File: src/hw/rtl/msat_pkg.sv
package msat_pkg;

    localparam int unsigned MAX_SENSORS_DEF  = 16;
    localparam int unsigned ADDRESS_BITS_DEF = 4;
    localparam int unsigned SAMPLES_DEF      = 64;

    localparam int unsigned SAMPLE_W   = 12;
    localparam int unsigned SUM_W      = 18;
    localparam int unsigned MOIST_W    = 14;
    localparam int unsigned THR_W      = 17;
    localparam int unsigned COUNT_CFG_W = 5;
    localparam int unsigned SENSOR_W   = 4;
    localparam int unsigned RECIP_W    = 20;
    localparam int unsigned NUM_W      = 32;

    localparam int unsigned FULL_SCALE       = 4095;
    localparam int unsigned SCALE_HUNDREDTHS = 10000;

    localparam int unsigned PADDR_W = 4;
    localparam int unsigned PDATA_W = 32;

    localparam logic                   SCAN_ENABLED_RST   = 1'b1;
    localparam logic [COUNT_CFG_W-1:0] SENSOR_COUNT_RST   = 5'd16;
    localparam logic [THR_W-1:0]       HIGH_THRESHOLD_RST = 17'd100000;
    localparam logic [THR_W-1:0]       LOW_THRESHOLD_RST  = 17'd0;

    typedef enum logic [1:0] {
        REG_SCAN_ENABLED   = 2'd0,
        REG_SENSOR_COUNT   = 2'd1,
        REG_HIGH_THRESHOLD = 2'd2,
        REG_LOW_THRESHOLD  = 2'd3
    } reg_idx_t;

    typedef struct packed {
        logic [SENSOR_W-1:0] sensor_number;
        logic [SENSOR_W-1:0] next_mux_address;
        logic                scan_done;
    } result_meta_t;

endpackage

File: src/hw/rtl/msat_scale.sv
module msat_scale #(
    parameter int unsigned SAMPLES = msat_pkg::SAMPLES_DEF
) (
    input  logic                             clk,
    input  logic                             rst_n,
    input  logic                             in_valid,
    output logic                             in_ready,
    input  logic [msat_pkg::SUM_W-1:0]       in_sum,
    input  msat_pkg::result_meta_t           in_meta,
    output logic                             out_valid,
    input  logic                             out_ready,
    output logic [msat_pkg::MOIST_W-1:0]     out_moisture,
    output msat_pkg::result_meta_t           out_meta
);

    localparam int unsigned SUM_W   = msat_pkg::SUM_W;
    localparam int unsigned MOIST_W = msat_pkg::MOIST_W;
    localparam int unsigned RECIP_W = msat_pkg::RECIP_W;
    localparam int unsigned NUM_W   = msat_pkg::NUM_W;
    localparam int unsigned PROD_W  = SUM_W + RECIP_W;

    localparam longint unsigned DIVISOR = longint'(SAMPLES) * msat_pkg::FULL_SCALE;
    // floor(2^SUM_W * 10000 / divisor): q0 is exact or one low
    localparam longint unsigned RECIP =
        ((64'd1 << SUM_W) * msat_pkg::SCALE_HUNDREDTHS) / DIVISOR;

    localparam logic [PROD_W-1:0] RECIP_C   = PROD_W'(RECIP);
    localparam logic [NUM_W-1:0]  DIVISOR_C = NUM_W'(DIVISOR);
    localparam logic [NUM_W-1:0]  HUND_C    = NUM_W'(msat_pkg::SCALE_HUNDREDTHS);

    logic                    a_valid_reg;
    logic [PROD_W-1:0]       a_prod_reg;
    logic [SUM_W-1:0]        a_sum_reg;
    msat_pkg::result_meta_t  a_meta_reg;

    logic                    b_valid_reg;
    logic [MOIST_W-1:0]      b_q0_reg;
    logic [NUM_W-1:0]        b_num_reg;
    logic [NUM_W-1:0]        b_lim_reg;
    msat_pkg::result_meta_t  b_meta_reg;

    logic                    c_valid_reg;
    logic [MOIST_W-1:0]      c_m_reg;
    msat_pkg::result_meta_t  c_meta_reg;

    logic                    a_ready;
    logic                    b_ready;
    logic                    c_ready;
    logic [PROD_W-1:0]       a_prod_next;
    logic [MOIST_W-1:0]      q0;
    logic [NUM_W-1:0]        b_num_next;
    logic [NUM_W-1:0]        b_lim_next;
    logic [MOIST_W-1:0]      c_m_next;

    assign c_ready  = !c_valid_reg || out_ready;
    assign b_ready  = !b_valid_reg || c_ready;
    assign a_ready  = !a_valid_reg || b_ready;
    assign in_ready = a_ready;

    assign a_prod_next = PROD_W'(in_sum) * RECIP_C;
    assign q0          = a_prod_reg[SUM_W +: MOIST_W];
    assign b_num_next  = NUM_W'(a_sum_reg) * HUND_C;
    assign b_lim_next  = (NUM_W'(q0) + NUM_W'(1)) * DIVISOR_C;
    assign c_m_next    = (b_num_reg >= b_lim_reg) ? b_q0_reg + MOIST_W'(1) : b_q0_reg;

    always_ff @(posedge clk or negedge rst_n)
    begin
        if (!rst_n)
        begin
            a_valid_reg <= 1'b0;
            b_valid_reg <= 1'b0;
            c_valid_reg <= 1'b0;
        end
        else
        begin
            if (a_ready)
            begin
                a_valid_reg <= in_valid;
            end
            if (b_ready)
            begin
                b_valid_reg <= a_valid_reg;
            end
            if (c_ready)
            begin
                c_valid_reg <= b_valid_reg;
            end
        end
    end

    always_ff @(posedge clk)
    begin
        if (in_valid && a_ready)
        begin
            a_prod_reg <= a_prod_next;
            a_sum_reg  <= in_sum;
            a_meta_reg <= in_meta;
        end
        if (a_valid_reg && b_ready)
        begin
            b_q0_reg   <= q0;
            b_num_reg  <= b_num_next;
            b_lim_reg  <= b_lim_next;
            b_meta_reg <= a_meta_reg;
        end
        if (b_valid_reg && c_ready)
        begin
            c_m_reg    <= c_m_next;
            c_meta_reg <= b_meta_reg;
        end
    end

    assign out_valid    = c_valid_reg;
    assign out_moisture = c_m_reg;
    assign out_meta     = c_meta_reg;

endmodule

File: src/hw/rtl/mux_sensor_scan_average_trigger.sv
// Multiplexed sensor scanner. Each request on the input channel is one 12-bit
// converter sample of the sensor the mux currently selects; with scan_enabled
// low samples are taken and dropped. After SAMPLES samples the sum is scaled
// to moisture in hundredths of a percent, floor(sum*10000/(SAMPLES*4095)),
// the sensor's high/low trigger flags are updated, and one result request
// carries the sensor number, moisture, flags, the next mux address and an
// end-of-scan mark. The block takes one sample per clock cycle while the
// result path does not stall it; a completed sum then passes in order through
// the input register and the scaling pipeline (reciprocal multiply,
// correction multiply, compare, flag update).
// Config registers (APB, byte addresses 0x0/0x4/0x8/0xC): scan_enabled,
// sensor_count, high_threshold, low_threshold; write them only while idle.
module mux_sensor_scan_average_trigger #(
    parameter int unsigned MAX_SENSORS  = msat_pkg::MAX_SENSORS_DEF,
    parameter int unsigned ADDRESS_BITS = msat_pkg::ADDRESS_BITS_DEF,
    parameter int unsigned SAMPLES      = msat_pkg::SAMPLES_DEF
) (
    input  logic                              clk,
    input  logic                              rst_n,

    input  logic                              psel,
    input  logic                              penable,
    input  logic                              pwrite,
    input  logic [msat_pkg::PADDR_W-1:0]      paddr,
    input  logic [msat_pkg::PDATA_W-1:0]      pwdata,
    output logic [msat_pkg::PDATA_W-1:0]      prdata,
    output logic                              pready,

    input  logic                              in_valid,
    output logic                              in_ready,
    input  logic [msat_pkg::SAMPLE_W-1:0]     adc_sample,

    output logic                              out_valid,
    input  logic                              out_ready,
    output logic [msat_pkg::SENSOR_W-1:0]     sensor_number,
    output logic [msat_pkg::MOIST_W-1:0]      moisture,
    output logic                              above_high,
    output logic                              below_low,
    output logic [msat_pkg::SENSOR_W-1:0]     next_mux_address,
    output logic                              scan_done
);

    localparam int unsigned SUM_W    = msat_pkg::SUM_W;
    localparam int unsigned MOIST_W  = msat_pkg::MOIST_W;
    localparam int unsigned THR_W    = msat_pkg::THR_W;
    localparam int unsigned CCNT_W   = msat_pkg::COUNT_CFG_W;
    localparam int unsigned SENSOR_W = msat_pkg::SENSOR_W;
    localparam int unsigned PDATA_W  = msat_pkg::PDATA_W;
    localparam int unsigned IDX_W    = $clog2(MAX_SENSORS);
    localparam int unsigned CNT_W    = (SAMPLES > 1) ? $clog2(SAMPLES) : 1;

    localparam logic [CNT_W-1:0]    LAST_SAMPLE = CNT_W'(SAMPLES - 1);
    localparam logic [CCNT_W-1:0]   MAX_COUNT   = CCNT_W'(MAX_SENSORS);
    localparam logic [SENSOR_W-1:0] ADDR_MASK   = SENSOR_W'((1 << ADDRESS_BITS) - 1);

    // config
    logic                   scan_enabled_reg;
    logic [CCNT_W-1:0]      sensor_count_reg;
    logic [THR_W-1:0]       high_threshold_reg;
    logic [THR_W-1:0]       low_threshold_reg;
    logic                   cfg_write;
    msat_pkg::reg_idx_t     cfg_sel;

    // accumulation
    logic [SUM_W-1:0]       sample_sum_reg;
    logic [CNT_W-1:0]       sample_count_reg;
    logic [IDX_W-1:0]       sensor_index_reg;
    logic                   acc_fire;
    logic                   last_sample;
    logic [SUM_W-1:0]       sum_add;
    logic [CCNT_W-1:0]      eff_count;
    logic                   last_sensor;
    logic [IDX_W-1:0]       next_index;

    // input register to the scaler
    logic                   s1_valid_reg;
    logic [SUM_W-1:0]       s1_sum_reg;
    msat_pkg::result_meta_t s1_meta_reg;
    logic                   s1_ready;
    logic                   sc_in_ready;

    // scaler output
    logic                   sc_valid;
    logic [MOIST_W-1:0]     sc_moisture;
    msat_pkg::result_meta_t sc_meta;

    // flags and result register
    logic [MAX_SENSORS-1:0] high_flags_reg;
    logic [MAX_SENSORS-1:0] low_flags_reg;
    logic                   out_valid_reg;
    logic [SENSOR_W-1:0]    sensor_number_reg;
    logic [MOIST_W-1:0]     moisture_reg;
    logic                   above_high_reg;
    logic                   below_low_reg;
    logic [SENSOR_W-1:0]    next_mux_address_reg;
    logic                   scan_done_reg;
    logic                   o_ready;
    logic                   res_fire;
    logic [IDX_W-1:0]       flag_idx;
    logic [THR_W-1:0]       m_ext;
    logic                   hf_cur;
    logic                   lf_cur;
    logic                   hf_new;
    logic                   lf_new;

    // ---------------- configuration port ----------------
    assign pready    = 1'b1;
    assign cfg_write = psel && penable && pwrite;
    assign cfg_sel   = msat_pkg::reg_idx_t'(paddr[3:2]);

    always_ff @(posedge clk or negedge rst_n)
    begin
        if (!rst_n)
        begin
            scan_enabled_reg   <= msat_pkg::SCAN_ENABLED_RST;
            sensor_count_reg   <= msat_pkg::SENSOR_COUNT_RST;
            high_threshold_reg <= msat_pkg::HIGH_THRESHOLD_RST;
            low_threshold_reg  <= msat_pkg::LOW_THRESHOLD_RST;
        end
        else if (cfg_write)
        begin
            unique case (cfg_sel)
                msat_pkg::REG_SCAN_ENABLED:   scan_enabled_reg   <= pwdata[0];
                msat_pkg::REG_SENSOR_COUNT:   sensor_count_reg   <= pwdata[CCNT_W-1:0];
                msat_pkg::REG_HIGH_THRESHOLD: high_threshold_reg <= pwdata[THR_W-1:0];
                msat_pkg::REG_LOW_THRESHOLD:  low_threshold_reg  <= pwdata[THR_W-1:0];
            endcase
        end
    end

    always_comb
    begin
        unique case (cfg_sel)
            msat_pkg::REG_SCAN_ENABLED:   prdata = PDATA_W'(scan_enabled_reg);
            msat_pkg::REG_SENSOR_COUNT:   prdata = PDATA_W'(sensor_count_reg);
            msat_pkg::REG_HIGH_THRESHOLD: prdata = PDATA_W'(high_threshold_reg);
            msat_pkg::REG_LOW_THRESHOLD:  prdata = PDATA_W'(low_threshold_reg);
        endcase
    end

    // ---------------- accumulation ----------------
    assign s1_ready    = !s1_valid_reg || sc_in_ready;
    assign in_ready    = s1_ready;
    assign acc_fire    = in_valid && in_ready && scan_enabled_reg;
    assign sum_add     = sample_sum_reg + SUM_W'(adc_sample);
    assign last_sample = (sample_count_reg == LAST_SAMPLE);

    always_comb
    begin
        if (sensor_count_reg == '0)
        begin
            eff_count = CCNT_W'(1);
        end
        else if (sensor_count_reg > MAX_COUNT)
        begin
            eff_count = MAX_COUNT;
        end
        else
        begin
            eff_count = sensor_count_reg;
        end
    end

    assign last_sensor = (CCNT_W'(sensor_index_reg) + CCNT_W'(1)) >= eff_count;
    assign next_index  = last_sensor ? '0 : sensor_index_reg + IDX_W'(1);

    always_ff @(posedge clk or negedge rst_n)
    begin
        if (!rst_n)
        begin
            sample_sum_reg   <= '0;
            sample_count_reg <= '0;
            sensor_index_reg <= '0;
            s1_valid_reg     <= 1'b0;
        end
        else
        begin
            if (acc_fire)
            begin
                if (last_sample)
                begin
                    sample_sum_reg   <= '0;
                    sample_count_reg <= '0;
                    sensor_index_reg <= next_index;
                end
                else
                begin
                    sample_sum_reg   <= sum_add;
                    sample_count_reg <= sample_count_reg + CNT_W'(1);
                end
            end
            if (s1_ready)
            begin
                s1_valid_reg <= acc_fire && last_sample;
            end
        end
    end

    always_ff @(posedge clk)
    begin
        if (acc_fire && last_sample)
        begin
            s1_sum_reg                    <= sum_add;
            s1_meta_reg.sensor_number     <= SENSOR_W'(sensor_index_reg);
            s1_meta_reg.next_mux_address  <= SENSOR_W'(next_index) & ADDR_MASK;
            s1_meta_reg.scan_done         <= last_sensor;
        end
    end

    // ---------------- scaling ----------------
    msat_scale #(
        .SAMPLES (SAMPLES)
    ) u_scale (
        .clk          (clk),
        .rst_n        (rst_n),
        .in_valid     (s1_valid_reg),
        .in_ready     (sc_in_ready),
        .in_sum       (s1_sum_reg),
        .in_meta      (s1_meta_reg),
        .out_valid    (sc_valid),
        .out_ready    (o_ready),
        .out_moisture (sc_moisture),
        .out_meta     (sc_meta)
    );

    // ---------------- trigger flags and result ----------------
    assign o_ready  = !out_valid_reg || out_ready;
    assign res_fire = sc_valid && o_ready;
    assign flag_idx = sc_meta.sensor_number[IDX_W-1:0];
    assign m_ext    = THR_W'(sc_moisture);
    assign hf_cur   = high_flags_reg[flag_idx];
    assign lf_cur   = low_flags_reg[flag_idx];

    // first matching rule wins
    always_comb
    begin
        hf_new = hf_cur;
        lf_new = lf_cur;
        if (m_ext >= high_threshold_reg && !hf_cur)
        begin
            hf_new = 1'b1;
        end
        else if (m_ext < high_threshold_reg && hf_cur)
        begin
            hf_new = 1'b0;
        end
        else if (m_ext <= low_threshold_reg && !lf_cur)
        begin
            lf_new = 1'b1;
        end
        else if (m_ext > low_threshold_reg && lf_cur)
        begin
            lf_new = 1'b0;
        end
    end

    always_ff @(posedge clk or negedge rst_n)
    begin
        if (!rst_n)
        begin
            high_flags_reg <= '0;
            low_flags_reg  <= '0;
            out_valid_reg  <= 1'b0;
        end
        else
        begin
            if (res_fire)
            begin
                high_flags_reg[flag_idx] <= hf_new;
                low_flags_reg[flag_idx]  <= lf_new;
            end
            if (o_ready)
            begin
                out_valid_reg <= sc_valid;
            end
        end
    end

    always_ff @(posedge clk)
    begin
        if (res_fire)
        begin
            sensor_number_reg    <= sc_meta.sensor_number;
            moisture_reg         <= sc_moisture;
            above_high_reg       <= hf_new;
            below_low_reg        <= lf_new;
            next_mux_address_reg <= sc_meta.next_mux_address;
            scan_done_reg        <= sc_meta.scan_done;
        end
    end

    assign out_valid        = out_valid_reg;
    assign sensor_number    = sensor_number_reg;
    assign moisture         = moisture_reg;
    assign above_high       = above_high_reg;
    assign below_low        = below_low_reg;
    assign next_mux_address = next_mux_address_reg;
    assign scan_done        = scan_done_reg;

endmodule

File: config.mk
export PLATFORM = sky130hd
export DESIGN_NAME = mux_sensor_scan_average_trigger
export DESIGN_NICKNAME = d
export VERILOG_FILES = /design/src/hw/rtl/msat_pkg.sv /design/src/hw/rtl/msat_scale.sv /design/src/hw/rtl/mux_sensor_scan_average_trigger.sv
export SDC_FILE = /design/constraint.sdc
export NUM_CORES = 1
export LEC_CHECK = 0
export ABC_AREA = 1
export BUFFER_PORTS_ARGS = -buffer_cell sky130_fd_sc_hd__clkbuf_2
export CORE_MARGIN = 2
export CORE_UTILIZATION = 40
export CTS_BUF_LIST = sky130_fd_sc_hd__clkbuf_2 sky130_fd_sc_hd__clkbuf_4 sky130_fd_sc_hd__clkbuf_8
export CTS_CLUSTER_SIZE = 24
export DETAILED_ROUTE_END_ITERATION = 12
export GPL_TIMING_DRIVEN = 0
export PLACE_DENSITY_LB_ADDON = 0.08
export SLEW_MARGIN = 30
export SYNTH_ARGS = -nofsm -noshare
export SYNTH_HDL_FRONTEND = slang
export SYNTH_SLANG_ARGS = --single-unit
File: constraint.sdc
create_clock -name clk -period 7 [get_ports clk]
set_clock_uncertainty 0.1 [all_clocks]
set_input_delay 0 -clock clk [delete_from_list [all_inputs] [get_ports clk]]
set_output_delay 0 -clock clk [all_outputs]
set_load 0.05 [all_outputs]
==> results of run 1 <==
==> worst reg2reg max path: stages, from the launching register on <==
cell	delay [ps]
sky130_fd_sc_hd__edfxtp_1	480
sky130_fd_sc_hd__nand2_1	120
sky130_fd_sc_hd__nor2_1	180
sky130_fd_sc_hd__inv_2	90
sky130_fd_sc_hd__nor2_2	220
sky130_fd_sc_hd__nand2_1	140
sky130_fd_sc_hd__xor2_2	270
sky130_fd_sc_hd__xor2_1	180
sky130_fd_sc_hd__inv_1	60
sky130_fd_sc_hd__ha_1	180
sky130_fd_sc_hd__nor2_2	290
sky130_fd_sc_hd__inv_1	140
sky130_fd_sc_hd__fa_1	500
sky130_fd_sc_hd__inv_1	50
sky130_fd_sc_hd__fa_1	470
sky130_fd_sc_hd__fa_1	520
sky130_fd_sc_hd__fa_1	610
sky130_fd_sc_hd__inv_1	60
sky130_fd_sc_hd__ha_1	350
sky130_fd_sc_hd__a21oi_1	220
sky130_fd_sc_hd__a21boi_0	330
sky130_fd_sc_hd__a21boi_0	330
sky130_fd_sc_hd__o21ai_0	180
sky130_fd_sc_hd__xor2_1	300
==> cell families (layout without fill, tap and decap cells) <==
kind of cell	after synthesis	in the layout	synth area share, %
DFF	298	298	35.0
other	2	17	0.0312
buffers and inverters	618	864	9.97
muxes	4	4	0.182
AOI/OAI and AO/OA	322	322	7.59
xor gates and xnor gates	100	100	3.70
and+or+nand+nor	762	762	13.1
adders and majority gates	482	482	30.4
==> power by group through the flow <==
stage | registers, µW | clock network [µW] | logic, µW
2_1_floorplan | 2240 | 0 | 1870
3_3_place_gp | 2270 | 0 | 2550
3_5_place_dp | 2270 | 0 | 2590
4_1_cts | 2240 | 1820 | 2650
5_1_grt | 2250 | 1910 | 3010
6_report | 2240 | 1760 | 2640
==> metrics by stage <==
step                      power (µW)  cell area (µm²)
after floorplan                 4120            24100
after global placement          4820            25500
after CTS                       6710            27400
after detailed placement        4860            25700
final                           6630            27500
after global routing            7170            27500
==> layer usage <==
metal | share of wire, % | vias up
met5 | 0 | -
met4 | 2.6 | 0
met3 | 2.9 | 94
met2 | 50 | 267
met1 | 44 | 8264
li1 | - | 8713
==> final timing paths <==
kind	from	endpoint	slack [ps]	cells after the start
max	u_scale.a_prod_reg[21]	u_scale.b_lim_reg[23]	410	23
min	pwdata[7]	low_threshold_reg[7]	60	4
max reg2reg	u_scale.a_prod_reg[21]	u_scale.b_lim_reg[23]	410	23
min reg2reg	u_scale.a_meta_reg[2]	u_scale.b_meta_reg[2]	320	0
max in group asynchronous	rst_n	sample_sum_reg[9]	5980	4
min in group asynchronous	rst_n	high_threshold_reg[7]	420	3
==> Yosys cell counts, drive strengths merged, types with 22 or more instances <==
master  instances  area [µm²]
inv           585        2200
nand2         474        1790
ha            309        3870
edfxtp        193        5800
fa            173        3460
nor2          137         529
o21ai         121         606
a21oi         108         541
dfrtp          97        2430
nand3          78         390
xor2           70         621
xnor2          30         270
nor3           24         120
buf            22         161
nand4          22         138
==> final cells by class <==
type	instances	area (µm²)
fill	5734	31700
multi-input combinational	1686	13400
sequential	298	8430
inverter	585	2200
timing repair buffer	144	1150
clock buffer	82	1000
tap	773	967
buffer	33	204
clock inverter	20	168
antenna	1	2.50
==> timing repair <==
item	in CTS	in global routing
buffers inserted	0	5
resized for setup	0	12
hold buffers	52	0
hold endpoints to repair	186	0
endpoints found under the setup margin	0	8
==> qor_table.md, run 1 <==
| Stage | Quantity | This run |
|:---|:---|:---|
| global route | First-pass GRT wire length | 94.6 mm |
| yosys | Dominant register cell in the synthesized netlist | sky130_fd_sc_hd__edfxtp_1 |
| yosys | Mapped Avg Cell Area | 9.30 µm² |
| finish | Flip-flop count of the largest register after layout | 28 |
| global route | Overflow after GRT | 0 |
| pwr | Sw Pwr | 2530 µW |
| sta | Hold Slack | 55.5 ps |
| setup path | Crit. End Element | flop |
| pwr | Leakage power summed over all cells | 0.0137 µW |
| finish | Commonest non-fill, non-tap cell in the layout | sky130_fd_sc_hd__inv_1 |
| finish | Final #Nets | 3,339 |
| floorplan | Vert. Die Dim | 249 µm |
| global route | Met2 Track Usage GR | 34.0% |
| sta | Post-route setup slack | 410 ps |
| placement | IO buf count | 81 |
| setup path | Worst path required time | 7320 ps |
| detailed routing | Drc violations | 0 |
| yosys | Sequential area share after synthesis | 35.0% |
| clock tree | Buffer type at the clock tree root | sky130_fd_sc_hd__clkbuf_8 |
| worst hold path | Class of the most critical hold timing path | in -> reg |
| run | Max capacitance violation total | 0 |
| clock tree | Sinks on the clock net | 298 |
| clock tree | TritonCTS clock tree | built |
| placement | Pre-CTS setup slack | 83.6 ps |
| placement | DPL Wire Length | 46.8 mm |
| status | Result of the run | finished, final reports clean |
| yosys | Number of synthesized flops with an enable pin | 193 |
| placement | Cell Count Post-Placement | 3,462 |
| global route | Number of global-route vias before repair | 18,200 |
| detailed routing | DR iter-0 viols | 758 |
| pwr | Switching fraction of total power | 38.2% |
| sta | Peak clock frequency supported by timing | 152 MHz |
| setup path | Type of the worst setup path | reg -> reg |
| finish | Synth-to-layout area growth | 14.2% |
| yosys | Post-synthesis cell count | 2,588 |
| yosys | Synthesized area | 24,100 µm² |
| floorplan | Starting utilization of the core area | 40.6% |
| setup path | Startpoint type of the worst setup path | flop |
| pwr | Proportion of power drawn by flip-flops and latches | 33.7% |
| setup path | Largest stage delay on the critical path | 610 ps |
| finish | Non-filler instance count after layout | 3,622 |
| global route | GRT Total Usage | 19.1% |
| sta | Setup repair after global routing missed its margin | no |
| floorplan | Core area | 59,200 µm² |
| clock tree | Post-CTS clock slew at the launch and capture registers of the worst setup and hold paths | 60 ps |
| floorplan | Die Width | 249 µm |
| sta | Number of hold violations in the final report | 0 |
| setup path | Largest delay share family, worst path | adder cells |
| detailed routing | Vias post-DR | 17,300 |
| finish | Fraction of layout instances using a drive strength above 1 | 8.99% |
| yosys | YS warnings | 0 |
| pwr | Clock group share of total power | 26.5% |
| floorplan | Die outline area | 62,200 µm² |
| detailed routing | First drt pass iteration count | 5 |
| global route | Global-route met3 utilization | 2.49% |
| global route | Pin count of the biggest net entering global routing | 56 |
| sta | Max_slew headroom | 44.6% |
| finish | Commonest cells after routing, fill and taps aside | 578 x sky130_fd_sc_hd__inv_1, 471 x sky130_fd_sc_hd__nand2_1, 309 x sky130_fd_sc_hd__ha_1 |
| setup path | Data arrival time at the worst-slack endpoint | 6910 ps |
| sta | Final period util | 94.1% |
| pwr | Internal power consumption | 4100 µW |
| sta | Slew of the pin with the lowest slew margin | 822 ps |
| detailed routing | Post-detailed-routing wire length | 57.6 mm |
| clock tree | Total CTS buffers | 54 |
| setup path | Crit path cell chain | nand2_1 > nor2_1 > inv_2 > nor2_2 > nand2_1 > xor2_2 > xor2_1 > inv_1 > ha_1 > nor2_2 > inv_1 > fa_1 > inv_1 > fa_1 > fa_1 > fa_1 > inv_1 > ha_1 > a21oi_1 > a21boi_0 > a21boi_0 > o21ai_0 > xor2_1 |
| setup path | Slowest stage cell, crit path | sky130_fd_sc_hd__fa_1 |
| sta | Setup violation total in the final timing report | 0 |
| floorplan | Placement Rows | 89 |
| floorplan | Top-level port count | 115 |
| pwr | Combinational fraction of design power | 39.8% |
| global route | Antenna violations before repair | 1 |
| sta | Time the worst path needs with I/O delays and setup | 6590 ps |
| detailed routing | Number of nets with antenna violations after routing | 0 |
| setup path | CP Max Fanout | 4 |
| detailed routing | Average wire per cell in the routed design | 15.9 µm |
| sta | Total Negative Setup Slacks | 0 ps |
| clock tree | Worst skew pair latency | 640 ps |
| setup path | Sum of buffers and inverters on the critical path | 5 |
| global route | GR peak layer | met2 |
| yosys | Post-synthesis cell type count | 51 |
| clock tree | Max clock buf depth | 3 |
| finish | Share of the core filled with cells | 46.4% |
| clock tree | H-tree level count | 2 |
| yosys | Proportion of synthesized flip-flops having asynchronous set or reset | 35.2% |
| placement | Final Wtd Congestion | 0.898 |
| global route | Met1 usage in global routing | 24.0% |
| yosys | Synthesis-stage register bit count | 298 |
| pwr | Areal power density over the cells | 241 nW/µm² |
| sta | Max Transition Viols Final | 0 |
| detailed routing | Via-per-instance ratio | 4.79 |
| pwr | Peak ir drop on the vdd network | 0.000138 V |
(Power assumes the default switching activity.)
==> run 2, diff against run 1 <==
- CORE_UTILIZATION: 40 -> 42
==> qor_table.md, run 2 (synthesis results as in run 1) <==
| Stage | Quantity | This run |
|:---|:---|:---|
| status | Result of the run | finished, final reports clean |
| finish | Flip-flop count of the largest register after layout | 28 |
| floorplan | Placement Rows | 87 |
| global route | Number of global-route vias before repair | 18,000 |
| worst hold path | Class of the most critical hold timing path | in -> reg |
| global route | GRT Total Usage | 19.6% |
| clock tree | H-tree level count | 2 |
| setup path | Type of the worst setup path | reg -> reg |
| detailed routing | DR iter-0 viols | 763 |
| placement | Final Wtd Congestion | 0.897 |
| sta | Final period util | 94.3% |
| floorplan | Die outline area | 59,300 µm² |
| global route | Antenna violations before repair | 2 |
| placement | IO buf count | 81 |
| sta | Number of hold violations in the final report | 0 |
| clock tree | TritonCTS clock tree | built |
| sta | Setup violation total in the final timing report | 0 |
| global route | First-pass GRT wire length | 92.6 mm |
| setup path | Crit. End Element | flop |
| sta | Slew of the pin with the lowest slew margin | 835 ps |
| clock tree | Post-CTS clock slew at the launch and capture registers of the worst setup and hold paths | 70 ps |
| detailed routing | Number of nets with antenna violations after routing | 0 |
| finish | Fraction of layout instances using a drive strength above 1 | 8.88% |
| clock tree | Buffer type at the clock tree root | sky130_fd_sc_hd__clkbuf_8 |
| clock tree | Max clock buf depth | 3 |
| sta | Total Negative Setup Slacks | 0 ps |
| detailed routing | Average wire per cell in the routed design | 15.8 µm |
| finish | Commonest cells after routing, fill and taps aside | 577 x sky130_fd_sc_hd__inv_1, 470 x sky130_fd_sc_hd__nand2_1, 307 x sky130_fd_sc_hd__ha_1 |
| floorplan | Top-level port count | 115 |
| placement | DPL Wire Length | 46.2 mm |
| floorplan | Die Width | 243 µm |
| sta | Setup repair after global routing missed its margin | no |
| detailed routing | Via-per-instance ratio | 4.81 |
| detailed routing | First drt pass iteration count | 8 |
| run | Max capacitance violation total | 0 |
| sta | Peak clock frequency supported by timing | 151 MHz |
| floorplan | Vert. Die Dim | 243 µm |
| pwr | Peak ir drop on the vdd network | 0.000113 V |
| floorplan | Starting utilization of the core area | 42.6% |
| finish | Commonest non-fill, non-tap cell in the layout | sky130_fd_sc_hd__inv_1 |
| finish | Final #Nets | 3,345 |
| setup path | Data arrival time at the worst-slack endpoint | 6840 ps |
| setup path | Worst path required time | 7240 ps |
| finish | Final standard cell area without fillers | 27,500 µm² |
| clock tree | Total CTS buffers | 55 |
| placement | Pre-CTS setup slack | 77.4 ps |
| global route | Overflow after GRT | 0 |
| setup path | Worst reg-to-reg path cell count | 25 |
| worst hold path | Hold Path Depth | 4 |
| sta | Time the worst path needs with I/O delays and setup | 6600 ps |
| detailed routing | Post-detailed-routing wire length | 56.9 mm |
| sta | Post-route setup slack | 398 ps |
| clock tree | Sinks on the clock net | 298 |
| finish | Fill cell count | 5,383 |
| pwr | Leakage power summed over all cells | 0.0137 µW |
| clock tree | Worst skew pair latency | 660 ps |
| pwr | Areal power density over the cells | 238 nW/µm² |
| setup path | CP Max Fanout | 6 |
| sta | Hold Slack | 62.0 ps |
| sta | Max_slew headroom | 43.8% |
| floorplan | Core area | 56,500 µm² |
| setup path | Startpoint type of the worst setup path | flop |
| detailed routing | Vias post-DR | 17,400 |
| placement | Total placed instance area | 25,700 µm² |
| global route | Pin count of the biggest net entering global routing | 53 |
| detailed routing | Drc violations | 0 |
| sta | Max Transition Viols Final | 0 |
| finish | Synth-to-layout area growth | 14.2% |
run 2: changes by cell type in the layout (fill, tap and decap cells not counted), moves of 2 or more:
cell                            change
sky130_fd_sc_hd__clkinv_2           -6
sky130_fd_sc_hd__dlygate4sd3_1      +6
sky130_fd_sc_hd__clkbuf_8           +3
sky130_fd_sc_hd__bufinv_16          -2
sky130_fd_sc_hd__clkinv_1           +2
sky130_fd_sc_hd__clkinvlp_4         -2
sky130_fd_sc_hd__ha_1               -2
sky130_fd_sc_hd__ha_2               +2
run 2: worst max-delay path: stages, from the launching register on:
cell	delay, ps
sky130_fd_sc_hd__edfxtp_1	480
sky130_fd_sc_hd__ha_2	250
sky130_fd_sc_hd__inv_1	70
sky130_fd_sc_hd__nor2_4	140
sky130_fd_sc_hd__nand4_1	150
sky130_fd_sc_hd__nor2_1	130
sky130_fd_sc_hd__nand2_1	170
sky130_fd_sc_hd__nor3_4	200
sky130_fd_sc_hd__nand2_1	90
sky130_fd_sc_hd__nand2_2	130
sky130_fd_sc_hd__inv_1	110
sky130_fd_sc_hd__fa_2	610
sky130_fd_sc_hd__inv_1	110
sky130_fd_sc_hd__fa_1	510
sky130_fd_sc_hd__inv_1	50
sky130_fd_sc_hd__fa_1	500
sky130_fd_sc_hd__fa_1	550
sky130_fd_sc_hd__inv_1	50
sky130_fd_sc_hd__fa_1	520
sky130_fd_sc_hd__inv_1	50
sky130_fd_sc_hd__ha_2	320
sky130_fd_sc_hd__a21oi_1	220
sky130_fd_sc_hd__o21ai_0	140
sky130_fd_sc_hd__a211oi_1	360
sky130_fd_sc_hd__nand3_1	140
sky130_fd_sc_hd__xor2_1	170
run 2: through the flow:
stage	util, %	std cells	total power (µW)
5_1_grt	48.7	3606	7090
3_5_place_dp	45.4	3445	4840
4_1_cts	48.5	3601	6650
6_report	48.7	3606	6550
2_1_floorplan	-	2602	4120
3_3_place_gp	45.1	3439	4830
run 2: report_power, final:
group	internal [µW]	switching (µW)	leakage, µW
Combinational	969	1660	0.0100
Clock	951	743	0.000601
Sequential	2140	93.4	0.00307
run 2: what timing repair did:
item | CTS | global route
endpoints found under the hold margin | 187 | 0
endpoints found under the setup margin | 0 | 10
resized for setup | 0 | 18
hold buffers | 58 | 0
buffers inserted | 0 | 4
run 2: path summary, 6_finish.rpt:
check | start | endpoint | slack [ps]
worst max register to register | u_scale.a_prod_reg[19] | u_scale.b_lim_reg[29] | 400
worst max-delay path | u_scale.a_prod_reg[19] | u_scale.b_lim_reg[29] | 400
max in group asynchronous | rst_n | sample_sum_reg[6] | 6050
worst min register to register | u_scale.a_meta_reg[4] | u_scale.b_meta_reg[4] | 310
worst min-delay path | pwdata[3] | low_threshold_reg[3] | 60
min in group asynchronous | rst_n | high_threshold_reg[10] | 400
run 2: cell type report:
type	instances	area, µm²	area share, %
timing repair buffer	149	1210	4.39
clock inverter	12	67.6	0.246
antenna	1	2.50	0.00910
sequential	298	8430	30.7
tap	756	946	3.44
multi-input combinational	1686	13400	48.7
buffer	33	204	0.742
clock buffer	86	1050	3.83
inverter	585	2200	7.99
run 2: routing by layer:
| metal | GRT usage (%) | wire length, µm |
|---|---|---|
| met1 | 25.1 | 25400 |
| met2 | 35.3 | 28900 |
| met3 | 2.17 | 1650 |
| met4 | 5.02 | 1030 |
| met5 | 0 | 0 |
==> run 3, diff against run 2 <==
- CTS_CLUSTER_DIAMETER: not set -> 40
- PLACE_DENSITY_LB_ADDON: 0.08 -> not set
==> qor_table.md, run 3 (synthesis results as in run 1) <==
| Stage | Quantity | This run |
|:---|:---|:---|
| status | Result of the run | finished, final reports clean |
| pwr | Leakage power summed over all cells | 0.0135 µW |
| clock tree | Sinks on the clock net | 298 |
| detailed routing | Average wire per cell in the routed design | 15.3 µm |
| finish | Fraction of layout instances using a drive strength above 1 | 8.17% |
| global route | Number of global-route vias before repair | 18,000 |
| clock tree | Post-CTS clock slew at the launch and capture registers of the worst setup and hold paths | 80 ps |
| finish | Synth-to-layout area growth | 12.7% |
| floorplan | Top-level port count | 115 |
| run | Max capacitance violation total | 0 |
| pwr | Areal power density over the cells | 237 nW/µm² |
| placement | Cell Count Post-Placement | 3,444 |
| detailed routing | Drc violations | 0 |
| detailed routing | Vias post-DR | 17,300 |
| placement | Pre-CTS setup slack | 201 ps |
| setup path | Slowest stage cell, crit path | sky130_fd_sc_hd__fa_1 |
| setup path | Worst reg-to-reg path cell count | 23 |
| floorplan | Core area | 56,500 µm² |
| floorplan | Die outline area | 59,300 µm² |
| finish | Non-filler instance count after layout | 3,572 |
| clock tree | Max clock buf depth | 3 |
| floorplan | Die Width | 243 µm |
| clock tree | Worst skew pair latency | 620 ps |
| setup path | Source of the critical timing path | u_scale.a_prod_reg[18] |
| worst hold path | Class of the most critical hold timing path | in -> reg |
| finish | Commonest non-fill, non-tap cell in the layout | sky130_fd_sc_hd__inv_1 |
| global route | Overflow after GRT | 0 |
| detailed routing | Post-detailed-routing wire length | 54.5 mm |
| clock tree | Buffer type at the clock tree root | sky130_fd_sc_hd__clkbuf_8 |
| global route | Pin count of the biggest net entering global routing | 63 |
| setup path | Data arrival time at the worst-slack endpoint | 6710 ps |
| floorplan | Placement Rows | 87 |
| floorplan | Vert. Die Dim | 243 µm |
| placement | Final Wtd Congestion | 0.882 |
| sta | Post-route setup slack | 526 ps |
| finish | Sequential standard cell area | 8430 µm² |
| pwr | Overall power after layout | 6430 µW |
| setup path | Type of the worst setup path | reg -> reg |
| setup path | Terminus of the critical flop-to-flop path | u_scale.b_lim_reg[23] |
| sta | Setup repair after global routing missed its margin | no |
| setup path | Startpoint of the most critical register-to-register path | u_scale.a_prod_reg[18] |
| setup path | Largest stage delay on the critical path | 560 ps |
| sta | Peak clock frequency supported by timing | 154 MHz |
| clock tree | Total CTS buffers | 43 |
| setup path | Crit. End Element | flop |
| setup path | Setup slack of the most critical reg-to-reg path | 530 ps |
| placement | IO buf count | 81 |
| setup path | CP Max Fanout | 5 |
| finish | Commonest cells after routing, fill and taps aside | 578 x sky130_fd_sc_hd__inv_1, 471 x sky130_fd_sc_hd__nand2_1, 309 x sky130_fd_sc_hd__ha_1 |
| global route | Antenna violations before repair | 1 |
| setup path | Critical Path End | u_scale.b_lim_reg[23] |
| sta | Total Negative Setup Slacks | 0 ps |
| setup path | Worst path required time | 7230 ps |
| setup path | CP Depth | 23 |
| detailed routing | First drt pass iteration count | 5 |
| setup path | Sum of buffers and inverters on the critical path | 5 |
| sta | Final period util | 92.5% |
| setup path | Largest delay share family, worst path | adder cells |
| finish | Flip-flop count of the largest register after layout | 28 |
| detailed routing | Number of nets with antenna violations after routing | 0 |
| clock tree | TritonCTS clock tree | built |
| sta | Number of hold violations in the final report | 0 |
| sta | Hold Slack | 68.7 ps |
| detailed routing | Via-per-instance ratio | 4.85 |
| sta | Setup violation total in the final timing report | 0 |
| detailed routing | DR iter-0 viols | 787 |
| global route | GRT Total Usage | 18.8% |
| finish | Fill cell count | 5,376 |
| placement | DPL Wire Length | 44.5 mm |
| sta | Slew of the pin with the lowest slew margin | 912 ps |
| setup path | Crit path cell chain | nand2_1 > nor2_1 > inv_2 > nor2_2 > nand2_1 > xor2_2 > xor2_1 > inv_1 > ha_1 > nor2_2 > inv_1 > fa_1 > inv_1 > fa_1 > fa_1 > fa_1 > inv_1 > ha_1 > a21oi_1 > a21boi_0 > a21boi_0 > o21ai_0 > xor2_1 |
| sta | Max Transition Viols Final | 0 |
| sta | Max_slew headroom | 39.1% |
| finish | Final #Nets | 3,317 |
| global route | First-pass GRT wire length | 89.7 mm |
| sta | Time the worst path needs with I/O delays and setup | 6470 ps |
| setup path | Startpoint type of the worst setup path | flop |
| pwr | Peak ir drop on the vdd network | 0.000132 V |
| floorplan | Starting utilization of the core area | 42.6% |
| clock tree | H-tree level count | 2 |
| finish | Area of the multi-input gates | 13,400 µm² |
## run 3: cell count changes in the layout (fill, tap and decap cells not counted), sizes merged
cell and change:
inv +9, clkbuf -42, clkinvlp +6, clkinv +5
dlygate4sd3 -13, buf -3, bufinv +4
## run 3: layout make-up
class / instances / area share [%]
antenna: 1 / 0.00922
clock buffer: 44 / 2.23
buffer: 33 / 0.751
tap: 756 / 3.48
inverter: 585 / 8.10
clock inverter: 36 / 1.35
multi-input combinational: 1686 / 49.2
sequential: 298 / 31.1
timing repair buffer: 133 / 3.78
## run 3: how the worst min path moves through the flow
stage | start | endpoint | slack (ps) | depth (start not counted)
2_1_floorplan | rst_n | high_flags_reg[0] | -400 | 0
3_3_place_gp | out_ready | out_valid | 110 | 2
3_5_place_dp | rst_n | low_threshold_reg[10] | -150 | 1
4_1_cts | pwdata[16] | low_threshold_reg[16] | 6 | 4
5_1_grt | pwdata[9] | high_threshold_reg[9] | 60 | 4
6_report | pwdata[14] | low_threshold_reg[14] | 70 | 4
## run 3: tightest hold or removal path: stages
cell and delay [ps]:
sky130_fd_sc_hd__dlygate4sd3_1 520, sky130_fd_sc_hd__clkbuf_2 110, sky130_fd_sc_hd__nand2_1 50, sky130_fd_sc_hd__o21ai_0 60
## run 3: timing repair
action / 4_1_cts / 5_1_grt
hold buffers: 45 / 0
setup endpoints to repair: 0 / 6
endpoints found under the hold margin: 184 / 0
resized for setup: 0 / 11
setup buffers: 0 / 2
## run 3: layer usage
metal  routed length, µm  global-route usage, %  vias to the layer above
met2               27600                   34.1                      274
li1                    -                      -                     8663
met4                 854                   4.47                        0
met3                1860                   2.32                       59
met5                   0                      0                        -
met1               24200                   23.6                     8319
## run 3: power breakdown
part	total (µW)	internal [µW]	switching (µW)
Clock	1550	784	767
Sequential	2230	2140	93.3
Combinational	2650	954	1700
## run 3: stage by stage
stage | util [%] | cell area, µm²
3_5_place_dp | 45.4 | 25600
4_1_cts | 47.9 | 27100
3_3_place_gp | 45.1 | 25500
2_1_floorplan | - | 24100
6_report | 48.0 | 27100
5_1_grt | 48.0 | 27100
